$ cat config.mk
export PLATFORM = sky130hd
export DESIGN_NAME = gpr_csr
export DESIGN_NICKNAME = d
export VERILOG_FILES = /design/src/rtl/core/gpr_pkg.sv /design/src/rtl/core/gpr_csr.sv
export SDC_FILE = /design/constraint.sdc
export NUM_CORES = 1
export LEC_CHECK = 0
export ABC_AREA = 0
export BUFFER_PORTS_ARGS = -buffer_cell sky130_fd_sc_hd__buf_2
export CORE_MARGIN = 4
export CORE_UTILIZATION = 50
export CTS_CLUSTER_SIZE = 16
export DETAILED_ROUTE_END_ITERATION = 16
export HOLD_SLACK_MARGIN = 0.08
export PLACE_DENSITY = 0.81
export SKIP_LAST_GASP = 1
export SYNTH_ARGS = -nofsm -noshare
export SYNTH_HDL_FRONTEND = slang
export SYNTH_SLANG_ARGS = --single-unit
$ cat constraint.sdc
create_clock -name clock -period 2.4 [get_ports clock]
set_input_delay 0.24 -clock clock [delete_from_list [all_inputs] [get_ports clock]]
set_output_delay 0.24 -clock clock [all_outputs]
set_load 0.03 [all_outputs]
$ cat src/rtl/core/gpr_pkg.sv
// Shared types and constants of the glyph-to-pixel-row renderer.
// Used by the register block, controller, datapath and top level.
`default_nettype none

package gpr_pkg;

   localparam int MAX_GLYPH_COLS = 8;
   localparam int CSR_ADDR_W     = 5;

   localparam logic KIND_LOAD = 1'b0;
   localparam logic KIND_DRAW = 1'b1;

   localparam logic [1:0] ST_OK        = 2'd0;
   localparam logic [1:0] ST_NO_FB     = 2'd1;
   localparam logic [1:0] ST_NO_FONT   = 2'd2;
   localparam logic [1:0] ST_BAD_DEPTH = 2'd3;

   typedef enum logic [2:0] {
      REG_FB_PRESENT   = 3'd0,
      REG_RED_LAYOUT   = 3'd1,
      REG_GREEN_LAYOUT = 3'd2,
      REG_BLUE_LAYOUT  = 3'd3,
      REG_BPP          = 3'd4,
      REG_LINE_PITCH   = 3'd5,
      REG_FONT_WIDTH   = 3'd6,
      REG_FONT_HEIGHT  = 3'd7
   } reg_index_type;

   typedef struct packed {
      logic        fb_present;
      logic [9:0]  red_layout;
      logic [9:0]  green_layout;
      logic [9:0]  blue_layout;
      logic [5:0]  bits_per_pixel;
      logic [17:0] line_pitch;
      logic [3:0]  font_width;
      logic [4:0]  font_height;
   } cfg_type;

   typedef struct packed {
      logic [7:0]  char_code;
      logic [3:0]  glyph_row;
      logic [7:0]  font_byte;
      logic [15:0] pos_x;
      logic [15:0] pos_y;
      logic [23:0] fg_color;
      logic [23:0] bg_color;
   } req_type;

   typedef struct packed {
      logic [1:0]       status;
      logic [34:0]      row_offset;
      logic [3:0]       pixel_count;
      logic [7:0][31:0] pixels;
      logic             last;
   } rsp_type;

   // Controller to datapath commands
   typedef struct packed {
      logic       store;
      logic       capture;
      logic       mult;
      logic       form;
      logic       row_load;
      logic       status_load;
      logic       last;
      logic [1:0] status;
   } cmd_type;

   // Bytes per pixel for a depth; zero for an unsupported depth
   function automatic logic [2:0] depth_bytes(logic [5:0] bpp);
      logic [2:0] b;
      unique case (bpp)
         6'd15, 6'd16: b = 3'd2;
         6'd24:        b = 3'd3;
         6'd32:        b = 3'd4;
         default:      b = 3'd0;
      endcase
      return b;
   endfunction

endpackage

`default_nettype wire

$ cat src/rtl/core/gpr_csr.sv
// Configuration registers of the renderer behind an APB-style port.
// Depends on gpr_pkg for the register map and the cfg_type struct.
`default_nettype none

module gpr_csr
   import gpr_pkg::*;
(
   input  wire logic                  clock,
   input  wire logic                  reset,
   input  wire logic                  csr_psel,
   input  wire logic                  csr_penable,
   input  wire logic                  csr_pwrite,
   input  wire logic [CSR_ADDR_W-1:0] csr_paddr,
   input  wire logic [31:0]           csr_pwdata,
   output logic [31:0]                csr_prdata,
   output logic                       csr_pready,
   output cfg_type                    cfg
);

   cfg_type       cfg_ff;
   cfg_type       cfg_in;
   reg_index_type idx;
   logic          wr_en;

   assign idx        = reg_index_type'(csr_paddr[CSR_ADDR_W-1:2]);
   assign wr_en      = csr_psel & csr_penable & csr_pwrite;
   assign csr_pready = 1'b1;
   assign cfg        = cfg_ff;

   always_comb begin
      cfg_in = cfg_ff;
      if (wr_en) begin
         unique case (idx)
            REG_FB_PRESENT:   cfg_in.fb_present     = csr_pwdata[0];
            REG_RED_LAYOUT:   cfg_in.red_layout     = csr_pwdata[9:0];
            REG_GREEN_LAYOUT: cfg_in.green_layout   = csr_pwdata[9:0];
            REG_BLUE_LAYOUT:  cfg_in.blue_layout    = csr_pwdata[9:0];
            REG_BPP:          cfg_in.bits_per_pixel = csr_pwdata[5:0];
            REG_LINE_PITCH:   cfg_in.line_pitch     = csr_pwdata[17:0];
            REG_FONT_WIDTH:   cfg_in.font_width     = csr_pwdata[3:0];
            REG_FONT_HEIGHT:  cfg_in.font_height    = csr_pwdata[4:0];
         endcase
      end
   end

   always_comb begin
      unique case (idx)
         REG_FB_PRESENT:   csr_prdata = 32'(cfg_ff.fb_present);
         REG_RED_LAYOUT:   csr_prdata = 32'(cfg_ff.red_layout);
         REG_GREEN_LAYOUT: csr_prdata = 32'(cfg_ff.green_layout);
         REG_BLUE_LAYOUT:  csr_prdata = 32'(cfg_ff.blue_layout);
         REG_BPP:          csr_prdata = 32'(cfg_ff.bits_per_pixel);
         REG_LINE_PITCH:   csr_prdata = 32'(cfg_ff.line_pitch);
         REG_FONT_WIDTH:   csr_prdata = 32'(cfg_ff.font_width);
         REG_FONT_HEIGHT:  csr_prdata = 32'(cfg_ff.font_height);
      endcase
   end

   always_ff @(posedge clock) begin
      if (reset) begin
         cfg_ff                <= '0;
         cfg_ff.bits_per_pixel <= 6'd32;
      end else begin
         cfg_ff <= cfg_in;
      end
   end

endmodule

`default_nettype wire

# --- Yosys cells after proc, flatten, opt, wreduce, memory -nomap -nowiden ---
# Index checks and enable logic that the tools add are counted.
totals:
  mem_count: 0
  ramBits: 0
  elab_cells: 27
  output_inout_bits: 97
  mem_bits_ro: 0
  reg_bits: 64
  latchBits: 0
  inputBits: 42
classes:
  shifts: 0
  n_bitwise: 2
  div: 0
  mux: 1
  reduce_logical: 9
  n_addsub: 0
  n_eq_ne: 7
  n_lt_le_gt_ge: 0
  mul: 0
op_table:
  columns: ["cell", "n"]
  rows:
  - ["$pmux 32 s8", 1]
  - ["$reduce_and 2->1", 8]
  - ["$eq 3x3->1 const B", 4]
  - ["$eq 3x2->1 const B", 2]
  - ["$eq 3x1->1 const B", 1]
  - ["$logic_not 3->1", 1]
  - ["$and 1x1->1", 2]

# --- Longest topological paths before layout ---
depth:
  ltp_word: 3
  ltp_mapped: 6
  depth_no_buf: 3

# --- Worst setup path before layout ---
# Ideal clock, no wire load.
synth_path:
  path_type: "input-to-output"
  startpoint: "input port csr_paddr[3]"
  endpoint: "output port csr_prdata[2]"
  required_time_ps: 2160
  t_arrival_ps: 1475
  setup_slack_ps: 685
  cell_stages: 5
  cell_sequence: "buf_6 nor2b_1 clkbuf_1 a22oi_1 o21ai_0"
synth_between:
  elab_chain_cells: 2
synth_lines:
  columns: ["item", "line", "rtl"]
  rows:
  - ["start: declaration", "gpr_csr.sv:13", "input wire logic [CSR_ADDR_W-1:0] csr_paddr,"]
  - ["$eq 3x3->1 (tied with other cells)", "gpr_csr.sv:47", "unique case (idx)"]
  - ["$pmux 32 s8 *", "gpr_csr.sv:47", null]
  - ["end: declaration", "gpr_csr.sv:15", "output logic [31:0] csr_prdata,"]
# Mark *: on every way between the ends. The rest lies on a longest branch, timed or not. The select of a mux whose other input is x is not followed.

# --- Final worst setup path ---
layout_path:
  startpoint: "input port csr_paddr[2]"
  endpoint: "output port csr_prdata[3]"
# The elaborated chain is that of the path after synthesis.

==> results_dict.tcl <==
set metrics [dict create \
    outcome "finished clean" \
    worstPathArrival_ns 1.71 \
    fin_nets 463 \
    p_seq_share_pct 48.5 \
    netSwitchingPower_uw 549 \
    drc 0 \
    leakagePower_nw 2.09 \
    fill_cells 531 \
    yosys-top-cells-area "dfxtp_1, mux2i_1, nand2b_1, buf_4, mux2_2" \
    synth.cell_area_um2 3250 \
    dpl_cell_area_um2 3760 \
    cp-start-kind "input port" \
    clock-root-buffer "clkbuf_8" \
    synth-warning-count 0 \
    p_int_mw 1.67 \
    gp_congestion 0.778 \
    setup_viol 0 \
    final_layout_size_suffix_gt1_share_pct 35.1 \
    crit_slowest_cell "buf_2" \
    worst_skew_pair.late_latency_ns 0.33 \
    crit_chain "buf_2, buf_4, mux2_2, a221oi_1, a21oi_1, buf_2" \
    hold_violations 0 \
    wl_met3_um 622 \
    synth.distinct_cells 32 \
    total_power_mw 2.22 \
    drv_cap 0 \
    cts_buffer_depth 2 \
    required_ns 2.16 \
    final_cell_mix "buf_2, nand2b_1, mux2i_1" \
    cts_hold_buf 0 \
    synth_top_cell_by_area "dfxtp_1" \
    synth-adder-area-share_pct 0 \
    io_buffers 107 \
    syn_to_final_growth_pct 21.6 \
    grt_max_degree 29 \
    switching_share_pct 24.7 \
    worst_pin_slew_ns 0.543 \
    power.share.clock_pct 41.6 \
    ys_seq_area_share_pct 39.4 \
    h-tree-depth 3 \
    ys_seq_elements 64 \
    synth_compound_area_share_pct 3.81 \
    ioPinCount 139 \
    irDropWorstVdd_uv 367 \
    synth_simple_gate_area_share_pct 21.9 \
    vias 2634 \
    rsz0062_at_grt "no" \
    die_w_um 88.6 \
    finalCritPeriodShare_pct 81.4 \
    critical-path-max-stage-delay_ns 0.36 \
    clock_sinks 64 \
    largest_register_ffs 64 \
    path_clk_slew_ns 0.07 \
    slew_headroom_pct 63.8 \
    post_cts_buffers 0 \
    synth_top_family_by_area "multiplexers" \
    grt_pass1_vias 2544 \
    cp_max_fo 15 \
    path_class "in -> out" \
    end_kind "primary output" \
    start_util_pct 51.5 \
    crit_top_cell "buf_2" \
    die_height_um 88.6 \
    postSynthCellCount 321 \
    stdcell_area_um2 3950 \
    grt_pass1_wl_mm 12.9 \
    yosys.area.top_type_share_pct 39.4 \
    synth-xor-area-share_pct 0 \
    postRouteAntennaNets 0 \
    dieArea_um2 7850 \
    ctsResizeCount 0 \
    fp-row-count 29 \
    cts_tree "done" \
    max_clock_freq_mhz 512 \
    drt_iter0_markers 106 \
    synth.avg_cell_area_um2 10.1 \
    setup_ws_ns 0.448 \
    fin_worst_skew_ns 0 \
    final_common_cell "buf_2" \
    dr.pass1.iters 4 \
    comb_power_share_pct 9.9 \
    final_cells 501 \
    drv_slew 0 \
    diodes 0 \
    setup_tns_ns 0 \
    preCtsSetupSlack_ns 0.439 \
    dp_hpwl_mm 5.85 \
    wl_per_cell_um 16.4 \
    dr.max_layer_used "met4" \
    wl_met1_mm 3.39 \
    wl_mm 8.20 \
    grtUsageTotal_pct 21.8 \
    cts_made_buffers 9 \
    antenna_found_initial 0 \
    powerDensity_nw_per_um2 562 \
    dpl.cell_count 487 \
    grt_overflow_total 0 \
    muxShareOfSynthArea_pct 27.3 \
    hold_path_class "in -> reg" \
    core_um2 6310 \
    vias_per_cell 5.26 \
    period_minus_slack_ns 1.95 \
    wl_met2_mm 4.09 \
]
-- cells in the mapped netlist --
master,n
dfxtp_1,64
o21ai_0,5
a221o_1,1
a21oi_1,2
and3_4,1
clkbuf_1,14
and2_1,1
nor3b_1,1
and3_1,9
nand3_1,5
a221oi_1,3
a22oi_1,5
nand2_2,3
and2b_1,1
buf_4,15
conb_1,2
and4b_1,1
mux2i_1,66
mux2_2,10
nand2b_1,81
and4_1,1
o21a_1,1
nand3_2,1
nor2b_1,2
inv_1,2
buf_6,3
a21o_1,1
buf_1,1
mux4_2,5
nor2_1,4
buf_2,6
nand2_1,4
-- area by class of cell --
cell class	instances	area (µm²)	share of cell area, %
clock inverters	3	42.5	1.08
well taps	77	96.3	2.44
clock buffers	11	151	3.83
inverters	2	7.51	0.190
multi-input cells	229	1780	45.0
repair buffers	115	596	15.1
flip-flops and latches	64	1280	32.4
-- worst max-delay path: cells and delay by family --
kind	cells	cell delay, ns
buffers and inverters	3	0.82
muxes	1	0.34
AOI/OAI and AO/OA	2	0.31
-- metal layers --
metal	track usage, %	up-vias
met5	0	-
met4	8.93	0
met3	5.40	8
met2	37.6	89
met1	26.0	1273
li1	-	1264
-- power groups by stage --
stage	combinational (mW)	sequential, mW	clock, mW
global placement	0.217	1.10	0
finish	0.220	1.08	0.923
detailed placement	0.220	1.10	0
floorplan	0.162	1.11	0
CTS	0.221	1.08	0.935
global route	0.239	1.08	0.984
-- kinds of logic after synthesis --
logic type	Yosys count
AOI/OAI and AO/OA	18
buffers and inverters	41
DFF	64
muxes	81
other	2
and+or+nand+nor	115
-- worst paths after layout --
kind	endpoint	slack, ns	from	cells past startpoint
setup / recovery	csr_prdata[3]	0.45	csr_paddr[2]	6
hold / removal	cfg[19]$_SDFFE_PP0P_	0.16	csr_pwdata[10]	3
setup reg to reg	cfg[47]$_SDFFE_PP0P_	1.74	cfg[47]$_SDFFE_PP0P_	2
hold reg to reg	cfg[7]$_SDFFE_PP0P_	0.49	cfg[7]$_SDFFE_PP0P_	2
-- through the flow --
step	utilization [%]	hold WS, ns
2_1_floorplan	-	0.395
3_3_place_gp	59.5	0.465
3_5_place_dp	59.5	0.477
4_1_cts	62.6	0.150
5_1_grt	62.6	0.171
6_report	62.6	0.161
(Power assumes the default switching activity.)
