[src/rtl/core/gpr_pkg.sv]
// Shared types and constants of the glyph-to-pixel-row renderer.
// Used by the register block, controller, datapath and top level.
`default_nettype none

package gpr_pkg;

   localparam int MAX_GLYPH_COLS = 8;
   localparam int CSR_ADDR_W     = 5;

   localparam logic KIND_LOAD = 1'b0;
   localparam logic KIND_DRAW = 1'b1;

   localparam logic [1:0] ST_OK        = 2'd0;
   localparam logic [1:0] ST_NO_FB     = 2'd1;
   localparam logic [1:0] ST_NO_FONT   = 2'd2;
   localparam logic [1:0] ST_BAD_DEPTH = 2'd3;

   typedef enum logic [2:0] {
      REG_FB_PRESENT   = 3'd0,
      REG_RED_LAYOUT   = 3'd1,
      REG_GREEN_LAYOUT = 3'd2,
      REG_BLUE_LAYOUT  = 3'd3,
      REG_BPP          = 3'd4,
      REG_LINE_PITCH   = 3'd5,
      REG_FONT_WIDTH   = 3'd6,
      REG_FONT_HEIGHT  = 3'd7
   } reg_index_type;

   typedef struct packed {
      logic        fb_present;
      logic [9:0]  red_layout;
      logic [9:0]  green_layout;
      logic [9:0]  blue_layout;
      logic [5:0]  bits_per_pixel;
      logic [17:0] line_pitch;
      logic [3:0]  font_width;
      logic [4:0]  font_height;
   } cfg_type;

   typedef struct packed {
      logic [7:0]  char_code;
      logic [3:0]  glyph_row;
      logic [7:0]  font_byte;
      logic [15:0] pos_x;
      logic [15:0] pos_y;
      logic [23:0] fg_color;
      logic [23:0] bg_color;
   } req_type;

   typedef struct packed {
      logic [1:0]       status;
      logic [34:0]      row_offset;
      logic [3:0]       pixel_count;
      logic [7:0][31:0] pixels;
      logic             last;
   } rsp_type;

   // Controller to datapath commands
   typedef struct packed {
      logic       store;
      logic       capture;
      logic       mult;
      logic       form;
      logic       row_load;
      logic       status_load;
      logic       last;
      logic [1:0] status;
   } cmd_type;

   // Bytes per pixel for a depth; zero for an unsupported depth
   function automatic logic [2:0] depth_bytes(logic [5:0] bpp);
      logic [2:0] b;
      unique case (bpp)
         6'd15, 6'd16: b = 3'd2;
         6'd24:        b = 3'd3;
         6'd32:        b = 3'd4;
         default:      b = 3'd0;
      endcase
      return b;
   endfunction

endpackage

`default_nettype wire

[src/rtl/core/gpr_ctrl.sv]
// Controller state machine of the renderer: handshakes, error checks, row sequencing.
// Depends on gpr_pkg; drives the datapath through cmd_type.
`default_nettype none

module gpr_ctrl
   import gpr_pkg::*;
#(
   parameter int MAX_GLYPH_ROWS = 16,
   localparam int RowW = $clog2(MAX_GLYPH_ROWS)
)
(
   input  wire logic            clock,
   input  wire logic            reset,
   input  cfg_type              cfg,
   input  wire logic            req_tvalid,
   input  wire logic            req_kind,
   output logic                 req_tready,
   output logic                 rsp_tvalid,
   input  wire logic            rsp_tready,
   output cmd_type              cmd,
   output logic [RowW-1:0]      rd_row
);

   localparam int HgtW = $clog2(MAX_GLYPH_ROWS + 1);

   typedef enum logic [4:0] {
      S_IDLE = 5'b00001,
      S_MULT = 5'b00010,
      S_FORM = 5'b00100,
      S_ROWS = 5'b01000,
      S_STAT = 5'b10000
   } state_type;

   state_type       state_ff, state_in;
   logic [HgtW-1:0] row_ff, row_in;
   logic [1:0]      stat_ff, stat_in;
   logic            valid_ff, valid_in;

   logic            accept;
   logic            out_free;
   logic [1:0]      err;
   logic [HgtW-1:0] hgt;
   logic            row_last;
   logic [HgtW-1:0] row_next;

   assign req_tready = (state_ff == S_IDLE);
   assign accept     = req_tvalid & req_tready;
   assign out_free   = ~valid_ff | rsp_tready;
   assign rsp_tvalid = valid_ff;
   assign row_next   = row_ff + HgtW'(1);

   always_comb begin
      if (6'(cfg.font_height) > 6'(MAX_GLYPH_ROWS)) begin
         hgt = HgtW'(MAX_GLYPH_ROWS);
      end else begin
         hgt = HgtW'(cfg.font_height);
      end
   end

   assign row_last = ((HgtW+1)'(row_ff) + (HgtW+1)'(1)) == (HgtW+1)'(hgt);

   always_comb begin
      priority if (!cfg.fb_present) begin
         err = ST_NO_FB;
      end else if (cfg.font_width == 4'd0 || cfg.font_height == 5'd0) begin
         err = ST_NO_FONT;
      end else if (depth_bytes(cfg.bits_per_pixel) == 3'd0) begin
         err = ST_BAD_DEPTH;
      end else begin
         err = ST_OK;
      end
   end

   always_comb begin
      state_in = state_ff;
      row_in   = row_ff;
      stat_in  = stat_ff;
      cmd      = '0;
      rd_row   = row_ff[RowW-1:0];
      unique case (state_ff)
         S_IDLE: begin
            if (accept) begin
               if (req_kind == KIND_LOAD) begin
                  cmd.store = 1'b1;
               end else if (err == ST_OK) begin
                  cmd.capture = 1'b1;
                  state_in    = S_MULT;
               end else begin
                  stat_in  = err;
                  state_in = S_STAT;
               end
            end
         end
         S_MULT: begin
            cmd.mult = 1'b1;
            state_in = S_FORM;
         end
         S_FORM: begin
            // issue the read of glyph row 0
            cmd.form = 1'b1;
            row_in   = '0;
            rd_row   = '0;
            state_in = S_ROWS;
         end
         S_ROWS: begin
            if (out_free) begin
               cmd.row_load = 1'b1;
               cmd.last     = row_last;
               cmd.status   = ST_OK;
               if (row_last) begin
                  state_in = S_IDLE;
               end else begin
                  // prefetch the next row so one row leaves per cycle while the output is free
                  row_in = row_next;
                  rd_row = row_next[RowW-1:0];
               end
            end
         end
         S_STAT: begin
            if (out_free) begin
               cmd.status_load = 1'b1;
               cmd.last        = 1'b1;
               cmd.status      = stat_ff;
               state_in        = S_IDLE;
            end
         end
         default: begin
            state_in = S_IDLE;
         end
      endcase
   end

   always_comb begin
      if (cmd.row_load || cmd.status_load) begin
         valid_in = 1'b1;
      end else if (rsp_tready) begin
         valid_in = 1'b0;
      end else begin
         valid_in = valid_ff;
      end
   end

   always_ff @(posedge clock) begin
      if (reset) begin
         state_ff <= S_IDLE;
         row_ff   <= '0;
         stat_ff  <= ST_OK;
         valid_ff <= 1'b0;
      end else begin
         state_ff <= state_in;
         row_ff   <= row_in;
         stat_ff  <= stat_in;
         valid_ff <= valid_in;
      end
   end

endmodule

`default_nettype wire

[config.mk]
export PLATFORM = sky130hd
export DESIGN_NAME = gpr_ctrl
export DESIGN_NICKNAME = d
export VERILOG_FILES = /design/src/rtl/core/gpr_pkg.sv /design/src/rtl/core/gpr_ctrl.sv
export SDC_FILE = /design/constraint.sdc
export NUM_CORES = 1
export LEC_CHECK = 0
export BUFFER_PORTS_ARGS = -buffer_cell sky130_fd_sc_hd__clkbuf_2
export CAP_MARGIN = 15
export CORE_ASPECT_RATIO = 1.1
export CORE_MARGIN = 2
export CORE_UTILIZATION = 41
export DETAILED_ROUTE_END_ITERATION = 10
export GPL_TIMING_DRIVEN = 0
export HOLD_SLACK_MARGIN = 0.12
export MAX_ROUTING_LAYER = met4
export PLACE_DENSITY = 0.88
export SLEW_MARGIN = 20
export SYNTH_ARGS = -nofsm -noshare
export SYNTH_HDL_FRONTEND = slang
export SYNTH_SLANG_ARGS = --single-unit
[constraint.sdc]
create_clock -name clock -period 5.2 [get_ports clock]
set_input_delay 1.04 -clock clock [delete_from_list [all_inputs] [get_ports clock]]
set_output_delay 1.04 -clock clock [all_outputs]
set_load 0.01 [all_outputs]
=== Word-level counts from Yosys, hierarchy flattened ===
Cells that the tools add are included.

* Register bits: 13
* Bits in latches: 0
* RAM bits: 0
* ROM bits: 0
* Input bits: 69
* Output and inout port bits: 15
* Word-level logic and storage cells: 74
* Memories: 0

* $add $sub $neg: 2
* Multiply operators: 0
* Divide/modulo/power cells: 0
* Order comparisons: 1
* Eq/ne operators: 16
* Shifts and indexed selects: 0
* Multiplexer cells: 35
* Bitwise logic cells: 4
* Reductions and logical operators: 12

{| class="wikitable"
|+ Operator list
! cell !! count
|-
| 5-bit two-way mux || 9
|-
| 5-bit case mux with 5 select lines || 1
|-
| 6-bit by 5-bit equality test with 1-bit output, second input constant || 2
|-
| 4-bit two-way mux || 3
|-
| 1-bit two-way mux || 10
|-
| 2-bit two-way mux || 5
|-
| 2-bit != test, second input constant || 5
|-
| 5-bit case mux with 2 select lines || 1
|-
| 3-bit two-way mux || 3
|-
| 3-bit case mux with 3 select lines || 1
|-
| 4-bit case mux with 2 select lines || 1
|-
| 5-bit by 1-bit adder with 6-bit output, second input constant || 1
|-
| 6-bit by 4-bit equality test with 1-bit output, second input constant || 1
|-
| 6-bit by 5-bit equality test with 1-bit output || 1
|-
| 6-bit equality test, second input constant || 1
|-
| 3-bit case mux with 2 select lines || 1
|-
| 5-bit by 1-bit adder with 5-bit output, second input constant || 1
|-
| 5-bit by 1-bit equality test with 1-bit output, second input constant || 1
|-
| 5-bit by 2-bit equality test with 1-bit output, second input constant || 1
|-
| 5-bit by 3-bit equality test with 1-bit output, second input constant || 1
|-
| 5-bit by 4-bit equality test with 1-bit output, second input constant || 1
|-
| 5-bit equality test, second input constant || 1
|-
| 5-bit greater-than comparator, second input constant || 1
|-
| 5-bit zero test || 1
|-
| 13 further kinds || 16
|}

=== Longest topological paths before layout ===
Gate-level depths: netlist (run 1).

* Depth in word-level cells: 14
* Mapped depth: 9
* Mapped depth without buffers: 7

=== Worst setup path after synthesis (run 1) ===
No wires, ideal clock.

* Kind: input port to output port
* Start point: in cfg[4] (netlist name)
* End point: out rd_row[3]
* Arrival: 2.452 ns
* Path slack: 1.708 ns
* Stages on the path: 8
* Path buffers: 2
* Cells stage by stage: buf_2 nor2b_1 or3b_1 o211a_2 o31ai_4 buf_6 o21bai_1 nand2_1

* Longest elaborated chain between the ends: 6

{| class="wikitable"
|+ Ends and longest elaborated chain
! what !! RTL line !! source
|-
| start, declared || gpr_ctrl.sv:14 || <nowiki>input cfg_type cfg,</nowiki>
|-
| 5-bit greater-than comparator || gpr_ctrl.sv:53 || <nowiki>if (6'(cfg.font_height) > 6'(MAX_GLYPH_ROWS)) begin</nowiki>
|-
| 5-bit two-way mux * || gpr_ctrl.sv:53 ||
|-
| 6-bit by 5-bit equality test with 1-bit output * || gpr_ctrl.sv:60 || <nowiki>assign row_last = ((HgtW+1)'(row_ff) + (HgtW+1)'(1)) == (HgtW+1)'(hgt);</nowiki>
|-
| 4-bit two-way mux * || gpr_ctrl.sv:110 || <nowiki>if (row_last) begin</nowiki>
|-
| 4-bit two-way mux * || gpr_ctrl.sv:106 || <nowiki>if (out_free) begin</nowiki>
|-
| 4-bit case mux with 2 select lines * || gpr_ctrl.sv:80 || <nowiki>unique case (state_ff)</nowiki>
|-
| end, declared || gpr_ctrl.sv:21 || <nowiki>output logic [RowW-1:0] rd_row</nowiki>
|}

Every way passes the cells marked *; elsewhere a longest branch is shown, timed or not.

=== Worst setup path after layout (run 1) ===
Same ends and word-level chain as after synthesis.

==> results of run 1 <==
## worst min-delay path, delay by kind of cell, from the launching register on
kind	cells	cell delay, ns
DFF	1	0.32
AOI/OAI and AO/OA	1	0.11
and+or+nand+nor	1	0.05
## path summary, 6_finish.rpt
kind,endpoint,slack [ns],cells past startpoint
setup / recovery,rd_row[3],1.48,9
setup reg to reg,state_ff[0],2.81,8
hold reg to reg,stat_ff[1],0.52,2
hold / removal,stat_ff[1],0.52,2
## cell usage after synthesis (2+ instances only)
cell,n
a21o_1,3
o211ai_1,2
nand2b_1,3
or3b_1,2
o21ai_0,3
a311oi_1,2
nor3_1,7
nor2_1,11
nor4_1,2
nand2_1,8
inv_1,6
a31oi_1,2
and3_1,2
nor2b_1,6
a21oi_2,2
and4b_1,2
buf_2,4
nand3b_1,2
xnor2_1,2
nand4_1,2
a21oi_1,7
nand3_1,5
nand3_2,2
dfxtp_1,13
and2_1,3
## layout make-up
class                           count  area [sq um]
Buffer                              7          42.5
Clock buffer                        4          26.3
Fill cell                         228          1040
Inverter                            6          22.5
Multi-Input combinational cell    100           657
Sequential cell                    13           260
Tap cell                           30          37.5
Timing Repair Buffer               34           170
## metrics by stage
step	cell area, sq um	total power, mW	cells
floorplan	982	0.158	126
global route	1220	0.260	194
detailed placement	1190	0.183	190
global placement	1190	0.178	190
CTS	1220	0.246	194
finish	1220	0.244	194
## registers in the layout, summed over array words and instances, names as in the netlist
signal      count
stat_ff         2
state_ff        5
row_ff          5
rsp_tvalid      1
## per-layer routing
layer	routed length [um]	share of wire	vias to the layer above
li1	-	-	540
met1	1090	0.44	505
met2	1210	0.49	36
met3	138	0.056	2
met4	17	0.0069	0
met5	0	0	-
## power by group through the flow
stage          logic [mW]  clock network [mW]  registers (mW)
2_1_floorplan      0.0451                   0           0.113
3_3_place_gp       0.0640                   0           0.114
3_5_place_dp       0.0686                   0           0.114
4_1_cts            0.0692              0.0646           0.112
5_1_grt            0.0769              0.0697           0.113
6_report           0.0697              0.0620           0.112
## kinds of logic (layout without fill, tap and decap cells)
logic type | after synthesis | after routing | share of synthesized area
simple gates | 64 | 64 | 0.378
compound gates | 31 | 31 | 0.241
flops | 13 | 13 | 0.265
buf+inv | 13 | 51 | 0.0662
xor+xnor | 3 | 3 | 0.0268
fa+ha+maj | 1 | 1 | 0.0127
mux | 1 | 1 | 0.0102
==> summary.txt, run 1 <==
STA
-----------------------------------------------------------------------------------------------
Final worst-path cycle share .....................................................        0.715
Worst clock skew on the final layout .............................................   0.00162 ns
F_max ............................................................................    0.269 GHz
Final Slew Violations ............................................................            0
Unrepaired setup endpoints after global routing ..................................        false
Setup-failing EPs final ..........................................................            0
Total negative slack for setup checks ............................................         0 ns
Post-route setup slack ...........................................................      1.48 ns
Relative slew slack ..............................................................        0.626
Actual transition at the worst max-transition pin ................................     0.557 ns
Post-route worst hold slack ......................................................     0.522 ns
Final-report hold violation count ................................................            0
Min Clock Period, post-route .....................................................      3.72 ns

YOSYS
-----------------------------------------------------------------------------------------------
Flip-flop and latch count after synthesis ........................................           13
Count of yosys warnings during synthesis .........................................            0
Sequential-to-total area share from yosys stat ...................................        0.265
Nets in the synthesized netlist ..................................................          196
Async set-or-reset flop fraction in the synthesized netlist ......................            0
Number of distinct library cells after synthesis .................................           48
Avg Inst Size Synth ..............................................................   7.80 sq um
Leading post-synthesis cells by cell area ........................................ dfxtp_1, nor2_1, nor2b_1
Number of flops mapped to enable cells by yosys ..................................            0
Number of cells produced by synthesis ............................................          126
Yosys top cell by area ...........................................................      dfxtp_1
Total standard cell area after synthesis .........................................    982 sq um
Area share of the leading cell type in the synthesized netlist ...................        0.265
Top_reg_cell synth ...............................................................      dfxtp_1

RUN STATUS
-----------------------------------------------------------------------------------------------
Outcome .......................................................................... finished clean

FINISH
-----------------------------------------------------------------------------------------------
Final net count ..................................................................          235
Commonest non-fill, non-tap cell in the layout ...................................     clkbuf_2
Utilization after layout .........................................................        0.540
Antenna Cells ....................................................................            0
Commonest cells after routing, fill and taps aside ............................... clkbuf_2, dfxtp_1, nor2_1
Fraction of final layout cells with drive strength greater than 1 ................        0.305
Growth of design area from synthesis to finish ...................................        23.8%

WORST SETUP PATH
-----------------------------------------------------------------------------------------------
Cell-by-cell trace of the critical path .......................................... buf_2 > nor4b_1 > a311oi_1 > a32o_1 > o31ai_4 > buf_6 > o21bai_1 > nand2_1 > clkbuf_2
Top delay family on crit path .................................................... compound AO/OA/AOI/OAI gates
Delay of the slowest critical-path stage .........................................      0.30 ns
Critical path buffer and inverter count ..........................................            3
Capturing element type of the critical path ......................................  output port
Max Fanout on Critical Path ......................................................           10
Worst Setup SP ...................................................................       cfg[4]
Required arrival time at the worst endpoint ......................................      4.16 ns
R2R Path Start ...................................................................    row_ff[0]
Kind of start point of the critical path ......................................... primary input
Slowest-stage cell, CP ...........................................................      nor4b_1
Worst Path Class, Setup .......................................................... primary input to output port
Worst EP arrival .................................................................      2.68 ns

DRT
-----------------------------------------------------------------------------------------------
Number of search-and-repair iterations in the first detailed-routing pass ........            4
Final Routed Wirelength ..........................................................      2.45 mm
Wire per inst ....................................................................      12.6 um
Via density ......................................................................         5.58
Count of unresolved DRC violations after routing .................................            0
Routed vias ......................................................................         1083
Post-detailed-route count of antenna-violating nets ..............................            0
Violation count after the first detailed-route iteration .........................           22

GLOBAL ROUTE
-----------------------------------------------------------------------------------------------
Gr ovfl total ....................................................................            0
Total global routing track utilization ...........................................        0.183
Antenna violations before repair .................................................            0
Number of global-route vias before repair ........................................          962
Pin count of the biggest net entering global routing .............................           11
GRT met1 Usage ...................................................................        0.229
GR Util met3 .....................................................................       0.0189
Busiest metal layer after global routing .........................................         met2
Met2 global-route usage ..........................................................        0.312
First-pass GRT wire length .......................................................      4.04 mm

PLACEMENT
-----------------------------------------------------------------------------------------------
IO buf count .....................................................................           34
Routability congestion estimate ..................................................        0.889
Worst Setup Slack post-DPL .......................................................      1.48 ns
HPWL after detailed placement ....................................................      1.94 mm

DIE
-----------------------------------------------------------------------------------------------
Height of the die ................................................................      55.3 um
Number of placement rows .........................................................           18
Horizontal die dimension .........................................................      50.7 um
Core area ........................................................................   2250 sq um
Number of top-level design ports .................................................           84
Initial core utilization .........................................................        0.436
Area enclosed by the die boundary ................................................   2800 sq um

CLOCK NETWORK
-----------------------------------------------------------------------------------------------
Clock sink count .................................................................           13
TritonCTS buffer count ...........................................................            3
Clock input transition at the sequential cells of the worst setup and hold paths .      0.08 ns
Worst skew pair latency ..........................................................      0.28 ns
Post CTS Setup Buffer Count ......................................................            0
Number of gates resized after CTS ................................................            0
CTS hold repair buffers ..........................................................            0
Worst-case clock buffer depth ....................................................            2
Root Driver ......................................................................     clkbuf_4
CTS H-tree lvls ..................................................................            1
CTS tree .........................................................................         done

POWER
-----------------------------------------------------------------------------------------------
Net load switching power .........................................................    0.0780 mW
Part of the total power dissipated in the clock network ..........................        0.254
Gate power share .................................................................        0.286
Sequential power share ...........................................................        0.460
Fraction of power spent switching nets ...........................................        0.320
Power Internal ...................................................................     0.166 mW
Worst voltage drop across the vdd grid ...........................................   0.000146 V
Total power per unit cell area ...................................................  201 nW/um^2
Leakage power ....................................................................     0.551 nW

WORST HOLD PATH
-----------------------------------------------------------------------------------------------
Hold crit path type .............................................................. flop to flop
Start point of the worst hold path ...............................................   stat_ff[1]

FLOW RUN
-----------------------------------------------------------------------------------------------
Max-capacitance violation count ..................................................            0

No activity file was read; power rests on OpenSTA's default activity.
==> run 2, diff against run 1 <==
--- a/config.mk
+++ b/config.mk
@@ -9,12 +9,12 @@
 export CAP_MARGIN = 15
 export CORE_ASPECT_RATIO = 1.1
 export CORE_MARGIN = 2
-export CORE_UTILIZATION = 41
+export CORE_UTILIZATION = 38
 export DETAILED_ROUTE_END_ITERATION = 10
 export GPL_TIMING_DRIVEN = 0
 export HOLD_SLACK_MARGIN = 0.12
 export MAX_ROUTING_LAYER = met4
-export PLACE_DENSITY = 0.88
+export PLACE_DENSITY = 0.83
 export SLEW_MARGIN = 20
 export SYNTH_ARGS = -nofsm -noshare
 export SYNTH_HDL_FRONTEND = slang
==> constraint.sdc (replaced) <==
create_clock -name clock -period 3.5 [get_ports clock]
set_input_delay 0.7 -clock clock [delete_from_list [all_inputs] [get_ports clock]]
set_output_delay 0.7 -clock clock [all_outputs]
set_load 0.01 [all_outputs]
==> summary.txt, run 2 (same netlist as run 1, synthesis figures left out) <==
RUN STATUS
-----------------------------------------------------------------------------------------------
Outcome .......................................................................... finished clean

STA
-----------------------------------------------------------------------------------------------
Setup-failing EPs final ..........................................................            0   unchanged
Min Clock Period, post-route .....................................................      3.13 ns
Final worst-path cycle share .....................................................        0.893
Relative slew slack ..............................................................        0.671   +0.0448
Worst clock skew on the final layout .............................................   0.00680 ns   +0.00519 ns
Final Slew Violations ............................................................            0   unchanged
F_max ............................................................................    0.320 GHz
Actual transition at the worst max-transition pin ................................     0.490 ns   -0.0667 ns
Unrepaired setup endpoints after global routing ..................................        false
Post-route worst hold slack ......................................................     0.525 ns   +0.00329 ns
Final-report hold violation count ................................................            0   unchanged
Post-route setup slack ...........................................................     0.374 ns   -1.11 ns
Total negative slack for setup checks ............................................         0 ns   unchanged

FINISH
-----------------------------------------------------------------------------------------------
Commonest non-fill, non-tap cell in the layout ...................................     clkbuf_2
Top flop regs .................................................................... row_ff x5, state_ff x5, stat_ff x2
Flip-flop and latch area .........................................................    260 sq um   unchanged
Utilization after layout .........................................................        0.492   -0.0476
Commonest cells after routing, fill and taps aside ............................... clkbuf_2, dfxtp_1, nor2_1
Growth of design area from synthesis to finish ...................................        23.9%
Count of filler cells inserted in the layout .....................................          264   +16%
Antenna Cells ....................................................................            0   unchanged
Fraction of final layout cells with drive strength greater than 1 ................        0.305   unchanged
Multi-input gate area in the final layout ........................................    657 sq um   unchanged
Final net count ..................................................................          235   unchanged

DRT
-----------------------------------------------------------------------------------------------
Detailed-routing wirelength on met1 ..............................................      1.07 mm   -2.3%
Post-detailed-route count of antenna-violating nets ..............................            0   unchanged
Count of unresolved DRC violations after routing .................................            0   unchanged
Met3 Routed Length ...............................................................        97 um   -30%
Wire per inst ....................................................................      11.8 um   -7.1%
Highest metal layer with signal wires ............................................         met4
Final Routed Wirelength ..........................................................      2.29 mm   -6.6%
Violation count after the first detailed-route iteration .........................           14   -36%
Routed vias ......................................................................         1057   -2.4%
Wire length on met2 ..............................................................      1.09 mm   -9.7%
Number of search-and-repair iterations in the first detailed-routing pass ........            4   unchanged
Via density ......................................................................         5.42   -2.9%

GLOBAL ROUTE
-----------------------------------------------------------------------------------------------
Gr ovfl total ....................................................................            0   unchanged
Total global routing track utilization ...........................................        0.174   -0.00926
Number of global-route vias before repair ........................................          945   -1.8%
First-pass GRT wire length .......................................................      3.89 mm   -3.6%
Pin count of the biggest net entering global routing .............................           11   unchanged
Antenna violations before repair .................................................            0   unchanged

POWER
-----------------------------------------------------------------------------------------------
Worst voltage drop across the vdd grid ...........................................   0.000285 V   +95%
Part of the total power dissipated in the clock network ..........................        0.256   +0.002
Fraction of power spent switching nets ...........................................        0.316   -0.00351
Sequential power share ...........................................................        0.463   +0.003
Gate power share .................................................................        0.281   -0.005
Total power ......................................................................     0.361 mW   +48%
Net load switching power .........................................................     0.114 mW   +46%
Power Internal ...................................................................     0.247 mW   +49%
Total power per unit cell area ...................................................  296 nW/um^2   +48%
Leakage power ....................................................................     0.551 nW   unchanged

PLACEMENT
-----------------------------------------------------------------------------------------------
Worst Setup Slack post-DPL .......................................................     0.484 ns   -1.00 ns
Routability congestion estimate ..................................................        0.822   -7.5%
HPWL after detailed placement ....................................................      1.89 mm   -2.7%
IO buf count .....................................................................           34   unchanged

CLOCK NETWORK
-----------------------------------------------------------------------------------------------
CTS H-tree lvls ..................................................................            1   unchanged
CTS tree .........................................................................         done
Clock sink count .................................................................           13   unchanged
Clock input transition at the sequential cells of the worst setup and hold paths .      0.08 ns   about the same
Worst skew pair latency ..........................................................      0.28 ns   about the same
Number of gates resized after CTS ................................................            0   unchanged
Worst-case clock buffer depth ....................................................            2   unchanged
Root Driver ......................................................................     clkbuf_4
Post CTS Setup Buffer Count ......................................................            0   unchanged
CTS hold repair buffers ..........................................................            0   unchanged
TritonCTS buffer count ...........................................................            3   unchanged

WORST SETUP PATH
-----------------------------------------------------------------------------------------------
Worst EP arrival .................................................................      2.43 ns   -0.25 ns
Worst Path Class, Setup .......................................................... flop to output port
Worst Setup SP ...................................................................    row_ff[0]
Kind of start point of the critical path .........................................         flop
RR Endpoint ......................................................................  state_ff[0]
Capturing element type of the critical path ......................................  output port
R2R cell count ...................................................................            8   unchanged
R2R Path Start ...................................................................    row_ff[0]
Required arrival time at the worst endpoint ......................................      2.80 ns   -1.36 ns
Max Fanout on Critical Path ......................................................           10   unchanged
Capture point of the worst path ..................................................    rd_row[3]
Register-to-register setup slack .................................................      1.23 ns   -1.58 ns

DIE
-----------------------------------------------------------------------------------------------
Number of placement rows .........................................................           19   +1
Number of top-level design ports .................................................           84   unchanged
Area enclosed by the die boundary ................................................   3010 sq um   +7.3%
Height of the die ................................................................      57.3 um   +3.6%
Initial core utilization .........................................................        0.397   -0.0388
Core area ........................................................................   2470 sq um   +9.8%
Horizontal die dimension .........................................................      52.5 um   +3.6%

FLOW RUN
-----------------------------------------------------------------------------------------------
Max-capacitance violation count ..................................................            0   unchanged

WORST HOLD PATH
-----------------------------------------------------------------------------------------------
Hold crit path type .............................................................. flop to flop

-- run 2: cell counts in the layout (fill, tap and decap cells not counted) --
Identical to the previous run, type by type.
-- run 2: cell type report --
type	instances	area share
Sequential cell	13	0.214
Multi-Input combinational cell	100	0.540
Buffer	7	0.0349
Timing Repair Buffer	34	0.140
Tap cell	31	0.0319
Inverter	6	0.0185
Clock buffer	4	0.0216
-- run 2: power by group through the flow --
stage,clock [mW],sequential [mW],combinational [mW]
detailed placement,0,0.171,0.102
global placement,0,0.170,0.0974
CTS,0.0942,0.167,0.102
floorplan,0,0.168,0.0671
finish,0.0924,0.167,0.101
global route,0.103,0.169,0.113
-- run 2: critical path, cell delays in order (launching register included) --
cell	delay [ns]
dfxtp_1	0.40
ha_1	0.23
buf_2	0.16
nor4b_1	0.25
a311oi_1	0.09
a32o_1	0.27
o31ai_4	0.22
buf_6	0.17
o21bai_1	0.15
nand2_1	0.08
clkbuf_2	0.13
-- run 2: routing by layer --
metal,track usage,vias to the layer above
met5,-,-
met4,0.0769,0
met3,0.0157,4
met2,0.271,31
met1,0.226,483
li1,-,539
-- run 2: how the worst min path moves through the flow --
stage	endpoint	slack, ns	from	cells after the start
3_3_place_gp	stat_ff[1]	0.50	stat_ff[1]	2
6_report	stat_ff[1]	0.53	stat_ff[1]	2
3_5_place_dp	stat_ff[1]	0.51	stat_ff[1]	2
4_1_cts	stat_ff[1]	0.53	stat_ff[1]	2
2_1_floorplan	stat_ff[1]	0.49	stat_ff[1]	2
5_1_grt	stat_ff[1]	0.58	stat_ff[1]	2
-- run 2: stage by stage --
stage	area [sq um]	cells
finish	1220	195
global route	1220	195
CTS	1220	195
detailed placement	1190	191
global placement	1190	191
floorplan	982	126
==> run 3, diff against run 2 <==
--- a/config.mk
+++ b/config.mk
@@ -15,6 +15,7 @@
 export HOLD_SLACK_MARGIN = 0.12
 export MAX_ROUTING_LAYER = met4
 export PLACE_DENSITY = 0.83
+export RECOVER_POWER = 25
 export SLEW_MARGIN = 20
 export SYNTH_ARGS = -nofsm -noshare
 export SYNTH_HDL_FRONTEND = slang
==> summary.txt, run 3 (same netlist as run 1, synthesis figures left out) <==
POWER
-----------------------------------------------------------------------------------------------
Leakage power ....................................................................     0.538 nW   -2.3%
Total power ......................................................................     0.359 mW   -0.46%
Fraction of power spent switching nets ...........................................        0.314   -0.00175
Sequential power share ...........................................................        0.465   +0.002
Total power per unit cell area ...................................................  296 nW/um^2   about the same
Net load switching power .........................................................     0.113 mW   -1.0%
Part of the total power dissipated in the clock network ..........................        0.254   -0.002
Gate power share .................................................................        0.281   about the same
Power Internal ...................................................................     0.246 mW   -0.21%
Worst voltage drop across the vdd grid ...........................................   0.000282 V   -1.1%

GLOBAL ROUTE
-----------------------------------------------------------------------------------------------
Antenna violations before repair .................................................            0   unchanged
Gr ovfl total ....................................................................            0   unchanged
Total global routing track utilization ...........................................        0.174   unchanged
First-pass GRT wire length .......................................................      3.89 mm   unchanged
Pin count of the biggest net entering global routing .............................           11   unchanged
Number of global-route vias before repair ........................................          945   unchanged

CLOCK NETWORK
-----------------------------------------------------------------------------------------------
Root Driver ......................................................................     clkbuf_4
CTS hold repair buffers ..........................................................            0   unchanged
CTS H-tree lvls ..................................................................            1   unchanged
TritonCTS buffer count ...........................................................            3   unchanged
Worst skew pair latency ..........................................................      0.27 ns   about the same
Post CTS Setup Buffer Count ......................................................            0   unchanged
CTS tree .........................................................................         done
Worst-case clock buffer depth ....................................................            2   unchanged
Clock sink count .................................................................           13   unchanged
Clock input transition at the sequential cells of the worst setup and hold paths .      0.08 ns   about the same
Number of gates resized after CTS ................................................            0   unchanged

STA
-----------------------------------------------------------------------------------------------
F_max ............................................................................    0.320 GHz   +0.13%
Worst clock skew on the final layout .............................................   0.00468 ns   -0.00213 ns
Total negative slack for setup checks ............................................         0 ns   unchanged
Unrepaired setup endpoints after global routing ..................................        false
Min Clock Period, post-route .....................................................      3.12 ns   -0.00392 ns
Final Slew Violations ............................................................            0   unchanged
Final-report hold violation count ................................................            0   unchanged
Actual transition at the worst max-transition pin ................................     0.491 ns   +0.000804 ns
Setup-failing EPs final ..........................................................            0   unchanged
Relative slew slack ..............................................................        0.670   about the same
Final worst-path cycle share .....................................................        0.892   -0.00112

FINISH
-----------------------------------------------------------------------------------------------
Antenna Cells ....................................................................            0   unchanged
Final standard cell area without fillers .........................................   1210 sq um   -0.41%
Top flop regs .................................................................... row_ff x5, state_ff x5, stat_ff x2
Commonest cells after routing, fill and taps aside ............................... clkbuf_2, dfxtp_1, nor2_1
Final instance count without filler cells ........................................          195   unchanged
Final net count ..................................................................          235   unchanged
Growth of design area from synthesis to finish ...................................        23.4%
Commonest non-fill, non-tap cell in the layout ...................................     clkbuf_2
Fraction of final layout cells with drive strength greater than 1 ................        0.280   -0.0244

DRT
-----------------------------------------------------------------------------------------------
Highest metal layer with signal wires ............................................         met4
Via density ......................................................................         5.43   +0.19%
Wire per inst ....................................................................      11.8 um   +0.44%
Count of unresolved DRC violations after routing .................................            0   unchanged
Detailed-routing wirelength on met1 ..............................................      1.08 mm   +1.6%
Wire length on met2 ..............................................................      1.08 mm   -0.46%
Final Routed Wirelength ..........................................................      2.30 mm   +0.44%
Met3 Routed Length ...............................................................        95 um   -2.1%
Number of search-and-repair iterations in the first detailed-routing pass ........            4   unchanged
Post-detailed-route count of antenna-violating nets ..............................            0   unchanged
Routed vias ......................................................................         1059   +0.19%
Violation count after the first detailed-route iteration .........................           10   -4

WORST SETUP PATH
-----------------------------------------------------------------------------------------------
Capturing element type of the critical path ......................................  output port
Worst EP arrival .................................................................      2.42 ns   about the same
Required arrival time at the worst endpoint ......................................      2.80 ns   about the same
Worst Setup SP ...................................................................    row_ff[0]
Max Fanout on Critical Path ......................................................           10   unchanged
Worst Path Class, Setup .......................................................... flop to output port
Kind of start point of the critical path .........................................         flop
R2R Path Start ...................................................................    row_ff[0]

PLACEMENT
-----------------------------------------------------------------------------------------------
IO buf count .....................................................................           34   unchanged
Placed Area ......................................................................   1190 sq um   unchanged
Placed cell count ................................................................          191   unchanged
Routability congestion estimate ..................................................        0.822   unchanged
HPWL after detailed placement ....................................................      1.89 mm   unchanged

DIE
-----------------------------------------------------------------------------------------------
Core area ........................................................................   2470 sq um   unchanged
Area enclosed by the die boundary ................................................   3010 sq um   unchanged
Height of the die ................................................................      57.3 um   unchanged
Number of placement rows .........................................................           19   unchanged
Horizontal die dimension .........................................................      52.5 um   unchanged
Initial core utilization .........................................................        0.397   unchanged
Number of top-level design ports .................................................           84   unchanged

FLOW RUN
-----------------------------------------------------------------------------------------------
Max-capacitance violation count ..................................................            0   unchanged

WORST HOLD PATH
-----------------------------------------------------------------------------------------------
Start point of the worst hold path ...............................................   stat_ff[1]
Hold crit path type .............................................................. flop to flop

RUN STATUS
-----------------------------------------------------------------------------------------------
Outcome .......................................................................... finished clean

run 3: power groups by stage:
| stage | Sequential [mW] | Clock, mW | Combinational (mW) |
|---|---|---|---|
| after floorplan | 0.168 | 0 | 0.0671 |
| after global placement | 0.170 | 0 | 0.0974 |
| after detailed placement | 0.171 | 0 | 0.102 |
| after CTS | 0.167 | 0.0942 | 0.102 |
| after global routing | 0.169 | 0.103 | 0.113 |
| final | 0.167 | 0.0911 | 0.101 |
run 3: layout make-up:
cell class | instances | area (sq um)
multi-input cells | 100 | 657
repair buffers | 34 | 165
flip-flops and latches | 13 | 260
fillers | 268 | 1260
clock buffers | 4 | 26.3
plain buffers | 7 | 42.5
well taps | 31 | 38.8
inverters | 6 | 22.5
run 3: stage by stage:
stage / util / setup slack (ns) / hold slack [ns]
2_1_floorplan: - / 0.688 / 0.486
3_5_place_dp: 0.482 / 0.484 / 0.513
5_1_grt: 0.490 / 0.201 / 0.581
3_3_place_gp: 0.482 / 0.494 / 0.502
4_1_cts: 0.492 / 0.346 / 0.528
6_report: 0.490 / 0.378 / 0.525
run 3: routing by layer:
metal | global-route usage | up-vias
met2 | 0.271 | 35
met5 | - | -
met4 | 0.0769 | 0
met1 | 0.226 | 480
li1 | - | 540
met3 | 0.0157 | 4
run 3: critical path: stages, from the launching register on:
cell      delay [ns]
dfxtp_1         0.40
ha_1            0.23
buf_2           0.16
nor4b_1         0.25
a311oi_1        0.09
a32o_1          0.27
o31ai_4         0.22
buf_6           0.17
o21bai_1        0.15
nand2_1         0.08
clkbuf_2        0.13
run 3: final timing paths:
path	slack, ns	end	cells after the start
worst min register to register	0.52	stat_ff[1]	2
worst min-delay path	0.52	stat_ff[1]	2
worst max register to register	1.23	state_ff[0]	8
worst max-delay path	0.38	rd_row[3]	10
